$ cat config.mk
export PLATFORM = sky130hd
export DESIGN_NAME = double_ended_queue
export DESIGN_NICKNAME = d
export VERILOG_FILES = /design/src/hdl/deq_pkg.sv /design/src/hdl/dq_ram.sv /design/src/hdl/dq_ctrl.sv /design/src/hdl/dq_dp.sv /design/src/hdl/double_ended_queue.sv
export VERILOG_INCLUDE_DIRS = /design/src /design/src/hdl
export SDC_FILE = /design/constraint.sdc
export NUM_CORES = 1
export LEC_CHECK = 0
export ABC_AREA = 1
export BUFFER_PORTS_ARGS = -buffer_cell sky130_fd_sc_hd__buf_2
export CORE_AREA = 2 2 240 289
export CTS_BUF_LIST = sky130_fd_sc_hd__clkbuf_4
export CTS_CLUSTER_DIAMETER = 50
export DETAILED_ROUTE_END_ITERATION = 8
export DIE_AREA = 0 0 242 291
export HOLD_SLACK_MARGIN = 0.15
export SLEW_MARGIN = 15
export SYNTH_ARGS = -nofsm -noshare
export SYNTH_HDL_FRONTEND = slang
export SYNTH_SLANG_ARGS = --single-unit
$ cat constraint.sdc
create_clock -name i_clk -period 5.9 [get_ports i_clk]
set_clock_uncertainty 0.15 [all_clocks]
set_input_delay 0.885 -clock i_clk [delete_from_list [all_inputs] [get_ports i_clk]]
set_output_delay 0.885 -clock i_clk [all_outputs]
set_load 0.02 [all_outputs]
$ cat src/hdl/assert_macros.svh
// Assertion helper macros for the deque design.
// Included by files that carry concurrent checks; no other dependencies.
`ifndef ASSERT_MACROS_SVH
`define ASSERT_MACROS_SVH

`ifndef SYNTHESIS
// Plain property check, clocked on clk and disabled while rst_n is low.
`define DQ_ASSERT(lbl, clk, rst_n, prop, msg) \
    lbl: assert property (@(posedge clk) disable iff (!rst_n) (prop)) else $error(msg);
// Implication check: cons must hold whenever ante holds.
`define DQ_ASSERT_IMP(lbl, clk, rst_n, ante, cons, msg) \
    lbl: assert property (@(posedge clk) disable iff (!rst_n) (ante) |-> (cons)) \
        else $error(msg);
// Next-cycle implication check: cons must hold in the cycle after ante.
`define DQ_ASSERT_NXT(lbl, clk, rst_n, ante, cons, msg) \
    lbl: assert property (@(posedge clk) disable iff (!rst_n) (ante) |=> (cons)) \
        else $error(msg);
`else
`define DQ_ASSERT(lbl, clk, rst_n, prop, msg)
`define DQ_ASSERT_IMP(lbl, clk, rst_n, ante, cons, msg)
`define DQ_ASSERT_NXT(lbl, clk, rst_n, ante, cons, msg)
`endif

`endif

$ cat src/hdl/deq_pkg.sv
// Shared types and constants for the double-ended queue.
// Used by the controller, the datapath and the top level; no dependencies.
package deq_pkg;

    localparam int FUNC_W        = 3;
    localparam int VALUE_W       = 32;
    localparam int INDEX_W       = 8;
    localparam int STATUS_W      = 3;
    localparam int LENGTH_W      = 5;
    localparam int FUNC_TAIL_BIT = 2;

    typedef enum logic [1:0] {
        K_PUT    = 2'd0,
        K_GET    = 2'd1,
        K_INDEX  = 2'd2,
        K_REMOVE = 2'd3
    } t_dq_kind;

    typedef enum logic [STATUS_W-1:0] {
        ST_OK       = 3'd0,
        ST_EMPTY    = 3'd1,
        ST_RANGE    = 3'd2,
        ST_NOTFOUND = 3'd3,
        ST_FULL     = 3'd4
    } t_dq_status;

    // controller -> datapath
    typedef struct packed {
        logic       ld;        // latch request word
        logic       put;       // write word at chosen end, bump count
        logic       pop;       // drop element at chosen end
        logic       pos_init;  // load scan/read position for this request
        logic       pos_up;    // position + 1
        logic       pos_dn;    // position - 1
        logic       cap;       // capture read data as result
        logic       shift_wr;  // write read data one position toward head
        logic       dec_cnt;   // count - 1 after a remove
        logic       fin;       // latch result status
        t_dq_status st;
    } t_dq_cmd;

    // datapath -> controller
    typedef struct packed {
        t_dq_kind kind;
        logic     tail;
        logic     full;
        logic     empty;
        logic     idx_oor;
        logic     hit;        // read data equals request value
        logic     pos_first;  // position is the head element
        logic     pos_last;   // position is the tail element
    } t_dq_stat;

endpackage

$ cat src/hdl/dq_ram.sv
// Generic simple dual-port RAM: one write port, one read port, registered read.
// No dependencies.
module dq_ram #(
    parameter int WIDTH = 32,
    parameter int DEPTH = 16
) (
    input  logic                     i_clk,
    input  logic                     i_we,
    input  logic [$clog2(DEPTH)-1:0] i_waddr,
    input  logic [WIDTH-1:0]         i_wdata,
    input  logic [$clog2(DEPTH)-1:0] i_raddr,
    output logic [WIDTH-1:0]         o_rdata
);

    logic [WIDTH-1:0] r_mem [DEPTH];
    logic [WIDTH-1:0] r_rdata;

    always_ff @(posedge i_clk) begin
        if (i_we) begin
            r_mem[i_waddr] <= i_wdata;
        end
        r_rdata <= r_mem[i_raddr];
    end

    assign o_rdata = r_rdata;

endmodule

$ cat src/hdl/dq_ctrl.sv
// Deque sequencer: decodes the latched request and steps put/get/read/remove.
// Depends on deq_pkg for command and status types.
module dq_ctrl (
    input  logic              i_clk,
    input  logic              i_rst_n,
    input  logic              i_start,
    input  deq_pkg::t_dq_stat i_stat,
    output deq_pkg::t_dq_cmd  o_cmd,
    output logic              o_busy,
    output logic              o_strobe
);
    import deq_pkg::*;

    typedef enum logic [2:0] {
        S_IDLE,
        S_EXEC,
        S_READ,
        S_SCAN,
        S_SHIFT
    } t_state;

    t_state  r_state, n_state;
    logic    r_strobe, n_strobe;
    t_dq_cmd cmd;

    always_comb begin
        cmd      = '0;
        cmd.st   = ST_OK;
        n_state  = r_state;
        n_strobe = 1'b0;
        case (r_state)
            S_IDLE: begin
                if (i_start) begin
                    cmd.ld  = 1'b1;
                    n_state = S_EXEC;
                end
            end
            S_EXEC: begin
                case (i_stat.kind)
                    K_PUT: begin
                        cmd.fin = 1'b1;
                        if (i_stat.full) begin
                            cmd.st = ST_FULL;
                        end else begin
                            cmd.put = 1'b1;
                        end
                        n_strobe = 1'b1;
                        n_state  = S_IDLE;
                    end
                    K_GET: begin
                        if (i_stat.empty) begin
                            cmd.fin  = 1'b1;
                            cmd.st   = ST_EMPTY;
                            n_strobe = 1'b1;
                            n_state  = S_IDLE;
                        end else begin
                            cmd.pos_init = 1'b1;
                            cmd.pop      = 1'b1;
                            n_state      = S_READ;
                        end
                    end
                    K_INDEX: begin
                        if (i_stat.idx_oor) begin
                            cmd.fin  = 1'b1;
                            cmd.st   = ST_RANGE;
                            n_strobe = 1'b1;
                            n_state  = S_IDLE;
                        end else begin
                            cmd.pos_init = 1'b1;
                            n_state      = S_READ;
                        end
                    end
                    K_REMOVE: begin
                        if (i_stat.empty) begin
                            cmd.fin  = 1'b1;
                            cmd.st   = ST_EMPTY;
                            n_strobe = 1'b1;
                            n_state  = S_IDLE;
                        end else begin
                            cmd.pos_init = 1'b1;
                            n_state      = S_SCAN;
                        end
                    end
                    default: begin
                        n_state = S_IDLE;
                    end
                endcase
            end
            S_READ: begin
                cmd.cap  = 1'b1;
                cmd.fin  = 1'b1;
                n_strobe = 1'b1;
                n_state  = S_IDLE;
            end
            S_SCAN: begin
                if (i_stat.hit) begin
                    cmd.cap = 1'b1;
                    if (i_stat.pos_last) begin
                        // match at the tail element: nothing to close up
                        cmd.dec_cnt = 1'b1;
                        cmd.fin     = 1'b1;
                        n_strobe    = 1'b1;
                        n_state     = S_IDLE;
                    end else begin
                        // fetch the word behind the match to start compaction
                        cmd.pos_up = 1'b1;
                        n_state    = S_SHIFT;
                    end
                end else if (i_stat.tail ? i_stat.pos_first : i_stat.pos_last) begin
                    cmd.fin  = 1'b1;
                    cmd.st   = ST_NOTFOUND;
                    n_strobe = 1'b1;
                    n_state  = S_IDLE;
                end else if (i_stat.tail) begin
                    cmd.pos_dn = 1'b1;
                end else begin
                    cmd.pos_up = 1'b1;
                end
            end
            S_SHIFT: begin
                cmd.shift_wr = 1'b1;
                if (i_stat.pos_last) begin
                    cmd.dec_cnt = 1'b1;
                    cmd.fin     = 1'b1;
                    n_strobe    = 1'b1;
                    n_state     = S_IDLE;
                end else begin
                    cmd.pos_up = 1'b1;
                end
            end
            default: begin
                n_state = S_IDLE;
            end
        endcase
    end

    always_ff @(posedge i_clk) begin
        if (!i_rst_n) begin
            r_state  <= S_IDLE;
            r_strobe <= 1'b0;
        end else begin
            r_state  <= n_state;
            r_strobe <= n_strobe;
        end
    end

    assign o_cmd    = cmd;
    assign o_busy   = (r_state != S_IDLE);
    assign o_strobe = r_strobe;

endmodule

$ cat src/hdl/dq_dp.sv
// Deque datapath: head/count registers, position counter, element RAM, compare.
// Depends on deq_pkg and dq_ram.
module dq_dp #(
    parameter int DEPTH      = 16,
    parameter int DATA_WIDTH = 32
) (
    input  logic                           i_clk,
    input  logic                           i_rst_n,
    input  deq_pkg::t_dq_cmd               i_cmd,
    input  logic [deq_pkg::FUNC_W-1:0]     i_func,
    input  logic [deq_pkg::VALUE_W-1:0]    i_value,
    input  logic [deq_pkg::INDEX_W-1:0]    i_index,
    output deq_pkg::t_dq_stat              o_stat,
    output logic [deq_pkg::VALUE_W-1:0]    o_result_value,
    output logic [deq_pkg::STATUS_W-1:0]   o_status,
    output logic [deq_pkg::LENGTH_W-1:0]   o_length
);
    import deq_pkg::*;

    localparam int AW = (DEPTH > 1) ? $clog2(DEPTH) : 1;
    localparam int CW = $clog2(DEPTH + 1);
    localparam int XW = (CW > INDEX_W) ? CW : INDEX_W;
    localparam logic [AW:0]   DEPTH_X   = (AW+1)'(DEPTH);
    localparam logic [AW-1:0] LAST_SLOT = AW'(DEPTH - 1);

    function automatic logic [AW-1:0] slot_of(input logic [AW-1:0] head,
                                              input logic [AW-1:0] pos);
        logic [AW:0] s;
        s = {1'b0, head} + {1'b0, pos};
        if (s >= DEPTH_X) begin
            s = s - DEPTH_X;
        end
        return s[AW-1:0];
    endfunction

    logic [FUNC_W-1:0]     r_func;
    logic [DATA_WIDTH-1:0] r_value;
    logic [INDEX_W-1:0]    r_index;
    logic [DATA_WIDTH-1:0] r_rval;
    t_dq_status            r_status;
    logic [AW-1:0]         r_pos, n_pos;
    logic [AW-1:0]         r_head;
    logic [CW-1:0]         r_count;

    logic [63:0]           value_x;
    logic [63:0]           rval_x;
    logic [63:0]           len_x;
    logic                  tail;
    t_dq_kind              kind;
    logic [CW-1:0]         cnt_m1_w;
    logic [AW-1:0]         cnt_m1;
    logic [XW-1:0]         tidx_w;
    logic [XW-1:0]         idx_w;
    logic [AW-1:0]         head_m1;
    logic [AW-1:0]         head_p1;
    logic                  we;
    logic [AW-1:0]         waddr;
    logic [DATA_WIDTH-1:0] wdata;
    logic [AW-1:0]         raddr;
    logic [DATA_WIDTH-1:0] rdata;

    assign value_x  = 64'(i_value);
    assign tail     = r_func[FUNC_TAIL_BIT];
    assign kind     = t_dq_kind'(r_func[1:0]);
    assign cnt_m1_w = r_count - CW'(1);
    assign cnt_m1   = cnt_m1_w[AW-1:0];
    assign idx_w    = XW'(r_index);
    assign tidx_w   = XW'(r_count) - XW'(1) - idx_w;
    assign head_m1  = (r_head == '0) ? LAST_SLOT : r_head - AW'(1);
    assign head_p1  = (r_head == LAST_SLOT) ? '0 : r_head + AW'(1);

    // position of the word whose read is issued this cycle
    always_comb begin
        n_pos = r_pos;
        if (i_cmd.pos_init) begin
            if (kind == K_INDEX) begin
                n_pos = tail ? tidx_w[AW-1:0] : idx_w[AW-1:0];
            end else begin
                n_pos = tail ? cnt_m1 : '0;
            end
        end else if (i_cmd.pos_up) begin
            n_pos = r_pos + AW'(1);
        end else if (i_cmd.pos_dn) begin
            n_pos = r_pos - AW'(1);
        end
    end

    assign raddr = slot_of(r_head, n_pos);
    assign we    = i_cmd.put | i_cmd.shift_wr;
    assign wdata = i_cmd.put ? r_value : rdata;

    always_comb begin
        if (i_cmd.put) begin
            waddr = tail ? slot_of(r_head, r_count[AW-1:0]) : head_m1;
        end else begin
            waddr = slot_of(r_head, r_pos - AW'(1));
        end
    end

    dq_ram #(
        .WIDTH (DATA_WIDTH),
        .DEPTH (DEPTH)
    ) u_ram (
        .i_clk   (i_clk),
        .i_we    (we),
        .i_waddr (waddr),
        .i_wdata (wdata),
        .i_raddr (raddr),
        .o_rdata (rdata)
    );

    always_ff @(posedge i_clk) begin
        if (i_cmd.ld) begin
            r_func  <= i_func;
            r_value <= value_x[DATA_WIDTH-1:0];
            r_index <= i_index;
            r_rval  <= '0;
        end else if (i_cmd.cap) begin
            r_rval <= rdata;
        end
        if (i_cmd.fin) begin
            r_status <= i_cmd.st;
        end
        r_pos <= n_pos;
    end

    always_ff @(posedge i_clk) begin
        if (!i_rst_n) begin
            r_head  <= '0;
            r_count <= '0;
        end else begin
            if (i_cmd.put) begin
                r_count <= r_count + CW'(1);
                if (!tail) begin
                    r_head <= head_m1;
                end
            end else if (i_cmd.pop) begin
                r_count <= cnt_m1_w;
                if (!tail) begin
                    r_head <= head_p1;
                end
            end else if (i_cmd.dec_cnt) begin
                r_count <= cnt_m1_w;
            end
        end
    end

    assign o_stat.kind      = kind;
    assign o_stat.tail      = tail;
    assign o_stat.full      = (r_count == CW'(DEPTH));
    assign o_stat.empty     = (r_count == '0);
    assign o_stat.idx_oor   = (idx_w >= XW'(r_count));
    assign o_stat.hit       = (rdata == r_value);
    assign o_stat.pos_first = (r_pos == '0);
    assign o_stat.pos_last  = (CW'(r_pos) == cnt_m1_w);

    assign rval_x         = 64'(r_rval);
    assign len_x          = 64'(r_count);
    assign o_result_value = rval_x[VALUE_W-1:0];
    assign o_status       = r_status;
    assign o_length       = len_x[LENGTH_W-1:0];

endmodule

$ cat src/hdl/double_ended_queue.sv
// Top level of the bounded double-ended queue: controller plus datapath.
// Depends on deq_pkg, dq_ctrl, dq_dp (with dq_ram) and assert_macros.svh.
//
// Usage:
//  - A request (i_func, i_value, i_index) is taken at a clock edge with start
//    high and busy low. busy stays high until the request's result is shown.
//  - Exactly one result per request: o_result_value, o_status, o_length are
//    valid for the single cycle in which o_strobe is high. There is no
//    backpressure; the receiver must take the word in that cycle.
//  - From the accepting edge, put and a request refused at decode (full,
//    empty, index out of range) finish in decode; get and indexed read
//    then go through the read state. Remove compares entries in turn and
//    then moves the entries behind a match toward the head to close the
//    gap; a remove that finds nothing compares every entry.
//    The scan and compaction walk the element RAM one word per cycle
//    through its single read and write port.
//  - busy drops in the strobe cycle, so the next request can be taken there.
//  - Synchronous active-low reset empties the queue (head 0, length 0);
//    the element RAM is not cleared and needs no sweep.
`include "assert_macros.svh"

module double_ended_queue #(
    parameter int DEPTH      = 16,
    parameter int DATA_WIDTH = 32
) (
    input  logic                         i_clk,
    input  logic                         i_rst_n,
    input  logic                         start,
    output logic                         busy,
    input  logic [deq_pkg::FUNC_W-1:0]   i_func,
    input  logic [deq_pkg::VALUE_W-1:0]  i_value,
    input  logic [deq_pkg::INDEX_W-1:0]  i_index,
    output logic                         o_strobe,
    output logic [deq_pkg::VALUE_W-1:0]  o_result_value,
    output logic [deq_pkg::STATUS_W-1:0] o_status,
    output logic [deq_pkg::LENGTH_W-1:0] o_length
);
    import deq_pkg::*;

    t_dq_cmd  cmd;
    t_dq_stat stat;

    dq_ctrl u_ctrl (
        .i_clk    (i_clk),
        .i_rst_n  (i_rst_n),
        .i_start  (start),
        .i_stat   (stat),
        .o_cmd    (cmd),
        .o_busy   (busy),
        .o_strobe (o_strobe)
    );

    dq_dp #(
        .DEPTH      (DEPTH),
        .DATA_WIDTH (DATA_WIDTH)
    ) u_dp (
        .i_clk          (i_clk),
        .i_rst_n        (i_rst_n),
        .i_cmd          (cmd),
        .i_func         (i_func),
        .i_value        (i_value),
        .i_index        (i_index),
        .o_stat         (stat),
        .o_result_value (o_result_value),
        .o_status       (o_status),
        .o_length       (o_length)
    );

    // every request passes through decode before its result
    `DQ_ASSERT_NXT(a_accept_no_strobe, i_clk, i_rst_n, start && !busy, busy && !o_strobe,
        "strobe right after accept")
    `DQ_ASSERT_NXT(a_strobe_single, i_clk, i_rst_n, o_strobe, !o_strobe,
        "strobe held two cycles")
    `DQ_ASSERT_IMP(a_strobe_idle, i_clk, i_rst_n, o_strobe, !busy,
        "busy during result word")
    `DQ_ASSERT_IMP(a_fail_zero, i_clk, i_rst_n, o_strobe && (o_status != ST_OK),
        o_result_value == '0, "failed request returned data")

endmodule
; Yosys cells after proc, flatten, opt, wreduce, memory -nomap -nowiden
; Memory sizes are Yosys's and may differ from the RTL's. A register that Yosys moved wholly into a read port is not among the register bits.
; Cells that the tools add are included.
[word_totals]
ff_bits = 95
ram_bits = 512
in_bits = 46
n_memories = 1
[classes]
addsub = 14
magnitude_cmp = 4
n_eq_ne = 14
n_mux = 74
bitwise_logic = 2
n_reduce_logical = 11
[mem_list]
columns = memory, words, width, rd, rd_clocked_by_memory_dff, write_ports, line_no
row1 = u_dp.u_ram.r_mem, 16, 32, 1, 1, 1, dq_ram.sv:15  ; logic [WIDTH-1:0] r_mem [DEPTH];
[op_table]
columns = op, count
row1 = $mux 4, 20
row2 = $eq 32x32->1, 1
row3 = $mux 32, 1
row4 = $mux 1, 25
row5 = $mux 3, 8
row6 = $pmux 3 s4, 2
row7 = $sub 4x1->4 const B, 6
row8 = $add 4x4->5, 3
row9 = $ge 5x5->1 const B, 3
row10 = $mux 5, 3
row11 = $mux 2, 6
row12 = $pmux 4 s3, 1
row13 = $add 4x1->4 const B, 2
row14 = $ge 8x5->1, 1
row15 = $logic_not 4->1, 2
row16 = $pmux 1 s4, 2
row17 = $eq 3x2->1 const B, 2
row18 = $pmux 1 s2, 3
row19 = $pmux 1 s3, 2
row20 = $pmux 3 s2, 1
row21 = $reduce_bool 3->1, 2
row22 = $add 5x1->5 const B, 1
row23 = $eq 4x5->1, 1
row24 = $eq 5x5->1 const B, 1
row25 = 19 further kinds, 20

; Depth between registers and ports, before layout
; Gate-level depths: netlist (run 1).
[depth]
ltp_word = 12
depth_mapped = 28

; Modules after synthesis
; From an unflattened synthesis (run 1), not the netlist that was laid out.
[unflattened]
hier_cells = 2775
hier_area_um2 = 28158.3
[modules_own_cells]
columns = mod, n_inst, cells_each, area_each_um2
row1 = dq_ram, 1, 2120, 22730.6
row2 = dq_dp, 1, 587, 5018.6
row3 = dq_ctrl, 1, 68, 409.1

; Worst setup path before layout (run 1)
; OpenSTA, ideal clock, no wires.
[synth_path]
kind = register -> register
from = reg u_dp.r_count[1], in the netlist u_dp.o_length[1]
to = reg u_dp.u_ram.r_rdata[0], in the netlist u_dp.u_ram.o_rdata[0], read port of u_dp.u_ram.r_mem
setup_ns = 0.112
arrival_ns = 4.046
t_required_ns = 5.638
slack_ns = 1.592
stages_incl_launch_ff = 23
path_buffers = 3
path_cell_list = dfxtp_1 > inv_1 > ha_1 > xnor2_1 > a21oi_1 > nand3_2 > nor2_4 > nor2_2 > a21oi_4 > nand2_1 > nor2_1 > o21ai_0 > o21ai_0 > ha_1 > inv_1 > fa_1 > xor2_1 > clkbuf_1 > clkbuf_1 > buf_1 > o21ai_0 > nand2_1 > nand2_1
[synth_between]
elab_chain_len = 12
[synth_lines]
columns = element, line_no
row1 = start: declaration, dq_dp.sv:43  ; logic [CW-1:0] r_count;
row2 = start signal: assignment, dq_dp.sv:133  ; r_count <= r_count + CW'(1);
row3 = start signal: assignment, dq_dp.sv:138  ; r_count <= cnt_m1_w;
row4 = start signal: assignment, dq_dp.sv:143  ; r_count <= cnt_m1_w;
row5 = $sub 5x1->5, dq_dp.sv:65  ; assign cnt_m1_w = r_count - CW'(1);
row6 = $eq 4x5->1, dq_dp.sv:155  ; assign o_stat.pos_last = (CW'(r_pos) == cnt_m1_w);
row7 = $mux 1, dq_ctrl.sv:109  ; end else if (i_stat.tail ? i_stat.pos_first : i_stat.pos_last) begin
row8 = $mux 2, dq_ctrl.sv:109
row9 = $mux 1, dq_ctrl.sv:96  ; if (i_stat.hit) begin
row10 = $mux 1, dq_ctrl.sv:31  ; case (r_state)
row11 = $mux 4, dq_dp.sv:83  ; end else if (i_cmd.pos_dn) begin
row12 = $mux 4, dq_dp.sv:81  ; end else if (i_cmd.pos_up) begin
row13 = $mux 4 *, dq_dp.sv:75  ; if (i_cmd.pos_init) begin
row14 = via u_dp.n_pos[0], dq_dp.sv:41  ; logic [AW-1:0] r_pos, n_pos;
row15 = $add 4x4->5 *, dq_dp.sv:29  ; s = {1'b0, head} + {1'b0, pos};
row16 = $sub 4x1->4 / $ge 5x5->1 (equally long branches), "dq_dp.sv:31, dq_dp.sv:30"
row17 = $mux 4 *, dq_dp.sv:30  ; if (s >= DEPTH_X) begin
row18 = end: declaration, dq_ram.sv:16  ; logic [WIDTH-1:0] r_rdata;
; Mark *: on every way through the listed nets, which the timed path passes. The rest lies on a longest branch.
; A chain may end at the register's enable or synchronous reset.

; Final worst setup path (run 1)
[layout_path]
from = reg u_dp.r_count[1], in the netlist u_dp.o_length[1]
to = reg u_dp.u_ram.r_rdata[13], in the netlist u_dp.u_ram.o_rdata[13], read port of u_dp.u_ram.r_mem
; The elaborated chain is that of the path after synthesis.

==> metrics.txt, run 1 <==
status finished clean; DRT iter0 DRCs 1706; Setup violations, final 0; fin nets 2518; Longest Clk Path Bufs 3; Async SR Flop Fraction 0%; smallest hold slack 0.229 ns; # IOs 88; share of post-route cells with drive strength above 1 17.3%; DR WL/cell 20.4 um; Worst R2R Path Depth 23; Post-synth top flop edfxtp_1; Worst Hold Class input pin to flop; Seq/Total Area, Yosys 70.2%; all-layer global routing usage 19.9%; Die X 242 um; Clock H-tree levels 4; Routed WL 71.0 mm; global route total overflow 0; worst slack at placement 0.924 ns; drt pass-1 iters 6; worst path arrival time 5.66 ns; Yosys top cell area share 64.0%; Seq cells post-synth 639; CTS buffer count 149; Critical R2R Launch u_dp.o_length[1]; overall power 14.7 mW; initial antenna violation count 1; fmax 0.201 GHz; RSZ-0062 raised after global routing no; final core utilization 45.0%; crit end category flop; top post-synthesis cells by area edfxtp_1 64%, nand2_1 7.9%, dfxtp_1 6.2%; post-synthesis cell count 2231; peak supply drop 0.342 mV; filler cell count 6232; number of global-route vias before repair 18200; worst reg-to-reg setup slack 0.92 ns; DIE AREA 0.0704 mm^2; Core Box Area 0.0678 mm^2; top-count cell post-synth edfxtp_1; CTS clk-pin slew, worst paths 0.07 ns; drt drc 0; Top cell by count, worst path nand2_1; leading area contributor after synthesis edfxtp_1; root buf cell clkbuf_4; final setup margin 0.925 ns; Post-synth EDFFs 558; Max-slew headroom 26.0%; hold path endpoint u_ctrl.r_state[0]; Port Buffers 87; commonest cells in the netlist 558 x edfxtp_1, 551 x nand2_1, 232 x o21ai_0; RR Endpoint u_dp.u_ram.o_rdata[13]; cell depth of the worst hold path 5; GP Congestion 0.933; TritonCTS clock tree yes; Worst-Margin Slew 1.11 ns; hpwl dp 39.3 mm; Finished Cell Area 0.0305 mm^2; Vias 18500; # rows 105; Post-DP Area 0.0280 mm^2; Routed Antenna Nets 0; synthesized area per cell 11.7 um^2; Critical Path RT 6.59 ns; CP max-delay cell inv_4; Post-Syn Area 0.0262 mm^2; leakage power 11.1 nW; worst hold start start; post-CTS sizing 0; crit path cell chain inv_1, ha_1, xnor2_1, a21oi_1, nand3_2, nor2_4, nor2_2, a21oi_4, nand2_1, nand2_1, inv_1, o21ai_0, o21ai_0, ha_4, inv_1, fa_2, inv_4, buf_12, a21oi_1, a32o_1, o21ai_0, nand2_1, nand2_1; Crit Path Category flop to flop; MaxCap Viol Count 0; setup tns final 0 ns; placed cells 3159; CP Launch Type flop; Crit Path Max Fanout 60; DR vias/cell 5.31; pwr/cell area 481 mW/mm^2; Area growth syn-to-layout 16.5%; clock insertion delay at the later pin of the skew report 0.91 ns; Layout Cells excl Fill 3477; CTS Sinks 639; fin crit share 84.3%; CP max stage delay 0.60 ns; fin. max-slew vios 0; Syn Nets 2304; Post-CTS Setup Bufs 0; YS warnings 0; Netlist cell types 45; first-pass GRT wire length 106 mm; fin crit period 4.98 ns; largest net degree at the start of global routing 145; Die Ht 291 um; endpoints failing hold 0; Starting Density 38.6%
[layout make-up]
| type | instances | area [um^2] | share of cell area, % |
|---|---|---|---|
| Timing Repair Buffer | 189 | 1510 | 4.96 |
| Antenna cell | 2 | 5.00 | 0.0164 |
| Sequential cell | 639 | 18400 | 60.3 |
| Multi-Input combinational cell | 1389 | 7160 | 23.5 |
| Inverter | 77 | 297 | 0.972 |
| Clock inverter | 39 | 262 | 0.857 |
| Tap cell | 909 | 1140 | 3.73 |
| Clock buffer | 233 | 1750 | 5.74 |
[cell families (layout without fill, tap and decap cells)]
| kind of cell | count (synthesis) | count (layout) | synth area share, % |
|---|---|---|---|
| other | 0 | 2 | 0 |
| adder cells (fa/ha/maj) | 27 | 27 | 1.41 |
| AND/OR/NAND/NOR | 820 | 820 | 12.6 |
| XOR/XNOR | 40 | 40 | 1.34 |
| flip-flops | 639 | 639 | 70.2 |
| buffers and inverters | 203 | 538 | 3.06 |
| AO/OA/AOI/OAI | 501 | 501 | 11.3 |
| multiplexers | 1 | 1 | 0.0383 |
[what timing repair did]
| action | CTS | global route |
|---|---|---|
| hold buffers | 44 | 0 |
| endpoints found under the hold margin | 47 | 0 |
| endpoints found under the setup margin | 0 | 0 |
[critical path, delay by kind of cell, from the launching register on]
kind / cells / cell delay (ns)
XOR/XNOR: 1 / 0.14
adder cells (fa/ha/maj): 3 / 1.05
buffers and inverters: 5 / 1.19
AND/OR/NAND/NOR: 7 / 0.66
AO/OA/AOI/OAI: 7 / 1.19
flip-flops: 1 / 0.50
[sequential cells by signal, summed over array words and instances, names as in the netlist, 3 cells and up]
name / flops
u_ctrl.r_state: 3
u_dp.idx_w: 8
u_dp.o_length: 5
u_dp.o_result_value: 32
u_dp.o_status: 3
u_dp.r_func: 3
u_dp.r_head: 4
u_dp.r_pos: 4
u_dp.r_value: 32
u_dp.u_ram.o_rdata: 32
u_dp.u_ram.r_mem: 512
[cell usage in the layout, fill, tap and decap left out, types with 3 or more instances in the layout]
| cell type | n |
|---|---|
| clkbuf_4 | 233 |
| dfxtp_1 | 81 |
| nand2_1 | 551 |
| nand2_2 | 4 |
| a211oi_1 | 5 |
| o22ai_1 | 73 |
| nand4_1 | 8 |
| nand3_1 | 61 |
| xnor2_1 | 25 |
| bufinv_16 | 4 |
| clkinv_1 | 27 |
| buf_2 | 87 |
| dlygate4sd3_1 | 44 |
| a32o_1 | 64 |
| buf_4 | 42 |
| buf_12 | 16 |
| edfxtp_1 | 558 |
| a21oi_1 | 115 |
| clkinv_2 | 5 |
| nor3_1 | 5 |
| inv_2 | 16 |
| nor2_4 | 19 |
| fa_1 | 3 |
| xor2_1 | 14 |
| inv_1 | 61 |
| o21ai_0 | 231 |
| nand2_4 | 3 |
| o21ai_1 | 3 |
| nor2_1 | 157 |
| ha_1 | 22 |
[worst max path at each step]
stage | to | startpoint | slack [ns] | cells past startpoint
4_1_cts | u_dp.u_ram.o_rdata[22] | u_dp.o_length[1] | 0.92 | 23
3_3_place_gp | u_dp.u_ram.o_rdata[13] | u_dp.o_length[1] | 1.01 | 23
3_5_place_dp | u_dp.u_ram.o_rdata[13] | u_dp.o_length[1] | 0.92 | 23
6_report | u_dp.u_ram.o_rdata[13] | u_dp.o_length[1] | 0.92 | 23
2_1_floorplan | u_dp.u_ram.o_rdata[0] | u_dp.o_length[1] | 1.59 | 22
5_1_grt | u_dp.u_ram.o_rdata[13] | u_dp.o_length[1] | 0.51 | 23
[power breakdown]
| group | switching, mW | internal (mW) |
|---|---|---|
| Combinational | 3.47 | 1.60 |
| Clock | 1.70 | 1.97 |
| Sequential | 0.215 | 5.71 |
| Total | 5.39 | 9.29 |
[layer usage]
| layer | GRT usage, % | wire (um) | vias to the layer above |
|---|---|---|---|
| li1 | - | - | 8524 |
| met1 | 25.4 | 29400 | 8986 |
| met2 | 32.6 | 34000 | 784 |
| met3 | 3.83 | 5210 | 172 |
| met4 | 9.29 | 2350 | 0 |
| met5 | 0 | 0 | - |
Note: power is estimated with default switching activity, not from simulation.
==> inputs of run 2 (changes only) <==
clock period = 4.4 ns   (was 5.9 ns; I/O delays follow)
==> run 2 against run 1 <==
Net effect:
- routed wire length increased by 2.5%
- global-route usage about the same
- sequential power increased by 34%
- critical path depth increased by 1
- die area unchanged
- cell area increased by 2.4%
- via count increased by 1.3%
- count of clock-buffer cells in the layout decreased by 4
==> metrics.txt, run 2 (synthesis results as in run 1) <==
status finished clean; DR vias/cell 5.30 (-0.28%); hold path endpoint u_dp.o_result_value[22]; Longest Clk Path Bufs 3 (unchanged); CP max stage delay 0.49 ns (-0.11 ns); Worst Hold Class flop to flop; Area growth syn-to-layout 19.3%; crit path cell chain inv_2, ha_1, xnor2_1, a21oi_1, nand3_2, nor2_4, nor2_2, a21oi_4, nand2_1, nand2_1, inv_1, o21ai_0, o21ai_1, ha_4, inv_1, fa_2, buf_4, inv_6, buf_16, a21oi_1, a32o_1, o21ai_0, nand3_1, nand2_1; initial antenna violation count 1 (unchanged); Die X 242 um (unchanged); cell depth of the worst hold path 2 (-3); leakage power 11.5 nW (+3.5%); all-layer global routing usage 19.8% (about the same); drt drc 0 (unchanged); CTS Sinks 639 (unchanged); drt pass-1 iters 6 (unchanged); Worst R2R Path Depth 24 (+4.3%); GP Congestion 0.852 (-8.7%); number of global-route vias before repair 18100 (-0.43%); CTS buffer count 150 (+0.67%); Post-DP Area 0.0285 mm^2 (+1.6%); fmax 0.235 GHz (+17%); Critical Path RT 5.06 ns (-1.53 ns); most common cell after layout, fill and taps aside edfxtp_1; largest net degree at the start of global routing 89 (-39%); pwr/cell area 654 mW/mm^2 (+36%); fin crit period 4.25 ns (-0.729 ns); max reg flops 512 (unchanged); FF/Latch Area 0.0184 mm^2 (about the same); clock insertion delay at the later pin of the skew report 0.91 ns (about the same); Setup violations, final 0 (unchanged); Crit path max-delay family compound AO/OA/AOI/OAI gates; Port Buffers 87 (unchanged); fin. max-slew vios 0 (unchanged); CP max-delay cell fa_2; MaxCap Viol Count 0 (unchanged); filler cell count 6162 (-1.1%); DR WL/cell 20.6 um (+0.86%); Vias 18700 (+1.3%); worst reg-to-reg setup slack 0.15 ns (-0.77 ns); Crit Path Max Fanout 28 (-53%); # IOs 88 (unchanged); Worst-Margin Slew 0.984 ns (-0.123 ns); Clock H-tree levels 4 (unchanged); multi-input logic area 0.00718 mm^2 (+0.33%); peak supply drop 0.341 mV (-0.24%); Stages on worst setup path 24 (+4.3%); fin crit share 96.5% (+12 points); DRT iter0 DRCs 1779 (+4.3%); first-pass GRT wire length 106 mm (+0.38%); most frequent cells in the layout 558 x edfxtp_1, 550 x nand2_1, 229 x clkbuf_4; RR Endpoint u_dp.u_ram.o_rdata[14]; global route total overflow 0 (unchanged); TritonCTS clock tree yes; Critical R2R Launch u_dp.o_length[0]; Largest Register u_dp.u_ram.r_mem; # rows 105 (unchanged); worst hold start u_dp.o_result_value[22]; endpoints failing hold 0 (unchanged); Crit Path Category flop to flop; fin nets 2574 (+2.2%); smallest hold slack 0.309 ns (+0.0802 ns); Max-slew headroom 34.3% (+8.3 points); CTS clk-pin slew, worst paths 0.06 ns (about the same); final setup margin 0.153 ns (-0.771 ns); Crit path buffers/inverters 6 (+1); Routed WL 72.8 mm (+2.5%); final core utilization 46.1% (+1.1 points); Starting Density 38.6% (unchanged); root buf cell clkbuf_4; Finished Cell Area 0.0312 mm^2 (+2.4%); hpwl dp 40.0 mm (+1.8%); Core Box Area 0.0678 mm^2 (unchanged); share of post-route cells with drive strength above 1 19.2% (+1.8 points); Top cell by count, worst path nand2_1; Die Ht 291 um (unchanged); Routed Antenna Nets 0 (unchanged); DIE AREA 0.0704 mm^2 (unchanged); worst path arrival time 4.90 ns (-0.76 ns); CP Launch Type flop; crit end category flop; worst slack at placement 0.123 ns (-0.800 ns)
==> run 2: worst max path at each step <==
stage,start,endpoint,slack [ns]
2_1_floorplan,u_dp.o_length[1],u_dp.u_ram.o_rdata[0],0.09
3_3_place_gp,u_dp.idx_w[0],u_dp.u_ram.o_rdata[6],0.20
3_5_place_dp,u_dp.idx_w[0],u_dp.u_ram.o_rdata[6],0.12
4_1_cts,u_dp.idx_w[0],u_dp.u_ram.o_rdata[6],0.08
5_1_grt,u_dp.o_length[0],u_dp.u_ram.o_rdata[3],-0.04
6_report,u_dp.o_length[0],u_dp.u_ram.o_rdata[14],0.15
==> run 2: through the flow <==
step	std cells	setup TNS [ns]	total power, mW
CTS	3516	0	20.0
global route	3533	-0.176	21.7
finish	3533	0	20.4
global placement	3197	0	15.0
floorplan	2231	0	12.6
detailed placement	3197	0	15.2
==> run 2: what timing repair did <==
action / 4_1_cts / 5_1_grt
setup buffers: 0 / 6
setup endpoints to repair: 0 / 32
endpoints found under the hold margin: 59 / 0
hold buffers: 45 / 0
resized for setup: 0 / 29
==> run 2: layer usage <==
layer  vias up  wire, um  track usage (%)
met3       159      5240             3.46
met4         0      2320             8.85
met1      9126     30000             25.6
met2       794     35200             32.8
li1       8632         -                -
met5         -         0                0
==> run 2: layout make-up <==
cell class	count	area share [%]
timing repair inverter	2	0.0561
tap	909	3.64
clock inverter	45	0.741
inverter	77	0.982
antenna	1	0.00801
clock buffer	229	5.51
timing repair buffer	242	7.20
multi-input combinational	1389	23.0
sequential	639	58.9
==> run 2: report_power, final <==
group          total (mW)  internal (mW)  switching [mW]
Combinational        7.67           2.71            4.96
Sequential           7.94           7.66           0.283
Clock                4.81           2.50            2.31
==> run 2: worst min-delay path, stage by stage, from the launching register on <==
cell     delay [ns]
dfxtp_1        0.31
nand2_1        0.06
a21oi_1        0.05
==> inputs of run 3 (changes only) <==
RECOVER_POWER = 50   (was not set)
==> run 3 against run 2 <==
Net effect:
- the run now ends with capacitance limit, slew limit left
- critical path depth unchanged
- sequential share of layout area up 0.13 points
- combinational power about the same
- die area unchanged
- final cell count unchanged
- critical endpoint unchanged
==> metrics.txt, run 3 (synthesis results as in run 1) <==
global route total overflow 0 (unchanged); pwr/cell area 655 mW/mm^2 (+0.20%); Die X 242 um (unchanged); Crit Path Max Fanout 28 (unchanged); drt pass-1 iters 5 (-1); number of global-route vias before repair 18100 (unchanged); Clock H-tree levels 4 (unchanged); initial antenna violation count 1 (unchanged); hpwl dp 40.0 mm (unchanged); failing checks capacitance limit, slew limit; DR WL/cell 20.6 um (about the same); DR vias/cell 5.29 (-0.21%); Crit Path Category flop to flop; DIE AREA 0.0704 mm^2 (unchanged); endpoints failing hold 0 (unchanged); crit end category flop; # IOs 88 (unchanged); MaxCap Viol Count 2 (+2); Routed WL 72.7 mm (about the same); first-pass GRT wire length 106 mm (unchanged); clock share of power 23.5% (about the same); status complete, but fails checks; Longest Clk Path Bufs 3 (unchanged); fmax 0.238 GHz (+0.86%); final setup margin 0.190 ns (+0.0363 ns); CP Launch Type flop; peak supply drop 0.343 mV (+0.47%); Die Ht 291 um (unchanged); all-layer global routing usage 19.8% (unchanged); clock insertion delay at the later pin of the skew report 0.91 ns (about the same); DRT iter0 DRCs 1839 (+3.4%); fin crit share 95.7% (-0.82 points); # rows 105 (unchanged); overall power 20.4 mW (about the same); largest net degree at the start of global routing 89 (unchanged); Worst-Margin Slew 1.98 ns (+0.993 ns); Area growth syn-to-layout 19.1%; max reg flops 512 (unchanged); FF/Latch Area 0.0184 mm^2 (unchanged); CTS clk-pin slew, worst paths 0.06 ns (about the same); worst slack at placement 0.123 ns (unchanged); Flop pwr share 38.9% (about the same); GP Congestion 0.852 (unchanged); worst path arrival time 4.87 ns (-0.03 ns); placed cells 3197 (unchanged); most common cell after layout, fill and taps aside edfxtp_1; Setup violations, final 0 (unchanged); CTS Sinks 639 (unchanged); fin. max-slew vios 68 (+68); Largest Register u_dp.u_ram.r_mem; multi-input logic area 0.00718 mm^2 (unchanged); Internal 12.9 mW (about the same); Starting Density 38.6% (unchanged); most frequent cells in the layout 558 x edfxtp_1, 550 x nand2_1, 229 x clkbuf_4; Port Buffers 87 (unchanged); leakage power 11.3 nW (-1.7%); Critical Path RT 5.06 ns (about the same); Core Box Area 0.0678 mm^2 (unchanged); CTS buffer count 150 (unchanged); share of post-route cells with drive strength above 1 17.2% (-2.0 points); root buf cell clkbuf_4; fin nets 2574 (unchanged); Layout Cells excl Fill 3533 (unchanged); drt drc 0 (unchanged); Gate power share 37.6% (about the same); Sw Share 37.0% (about the same); Max-slew headroom -31.8% (-66 points); Routed Antenna Nets 0 (unchanged); TritonCTS clock tree yes; Net Sw Power 7.56 mW (about the same); Worst Hold Class flop to flop; Vias 18700 (-0.21%); fin crit period 4.21 ns (-0.0363 ns); filler cell count 6189 (+0.44%)
## run 3: what timing repair did
item / in CTS / in global routing
endpoints found under the hold margin: 59 / 0
gates resized for setup: 0 / 29
hold buffers: 45 / 0
setup endpoints to repair: 0 / 32
buffers inserted: 0 / 6
## run 3: critical path, cell delays in order, from the launching register on
cell     delay, ns
dfxtp_2       0.35
inv_2         0.06
ha_1          0.34
xnor2_1       0.14
a21oi_1       0.15
nand3_2       0.11
nor2_4        0.18
nor2_2        0.07
a21oi_4       0.18
nand2_1       0.10
nand2_1       0.07
inv_1         0.04
o21ai_0       0.13
o21ai_1       0.15
ha_4          0.20
inv_1         0.07
fa_2          0.49
buf_4         0.18
inv_6         0.15
buf_16        0.21
a21oi_1       0.06
a32o_1        0.21
o21ai_0       0.16
nand3_1       0.10
nand2_1       0.09
## run 3: final timing paths
path,start,slack (ns),depth (start not counted),to
setup reg to reg,u_dp.o_length[0],0.19,24,u_dp.u_ram.o_rdata[14]
setup / recovery,u_dp.o_length[0],0.19,24,u_dp.u_ram.o_rdata[14]
hold reg to reg,u_dp.o_result_value[22],0.31,2,u_dp.o_result_value[22]
hold / removal,u_dp.o_result_value[22],0.31,2,u_dp.o_result_value[22]
## run 3: layout make-up
class	count	share of cell area, %
clock inverters	45	0.743
inverters	77	0.984
repair buffers	242	6.99
clock buffers	229	5.52
multi-input cells	1389	23.1
flip-flops and latches	639	59.0
well taps	909	3.65
diodes	1	0.00803
repair inverters	2	0.0562
## run 3: metrics by stage
stage	cell area (um^2)	hold slack, ns	setup TNS [ns]	util (%)
2_1_floorplan	26200	0.297	0	-
3_3_place_gp	28500	0.294	0	42.0
3_5_place_dp	28500	0.302	0	42.0
4_1_cts	30900	0.236	0	45.6
5_1_grt	31200	0.283	-0.176	46.0
6_report	31200	0.311	0	46.0
## run 3: metal layers
layer | vias to the layer above | track usage (%) | wire length [um]
li1 | 8636 | - | -
met1 | 9089 | 25.6 | 29800
met2 | 794 | 32.8 | 35000
met3 | 153 | 3.46 | 5530
met4 | 0 | 8.85 | 2400
met5 | - | 0 | 0
## run 3: power by group through the flow
stage | Combinational (mW) | Sequential [mW] | Clock (mW)
floorplan | 4.62 | 7.98 | 0
global placement | 6.95 | 8.05 | 0
detailed placement | 7.10 | 8.06 | 0
CTS | 7.15 | 7.93 | 4.92
global route | 8.47 | 7.97 | 5.21
finish | 7.68 | 7.94 | 4.80
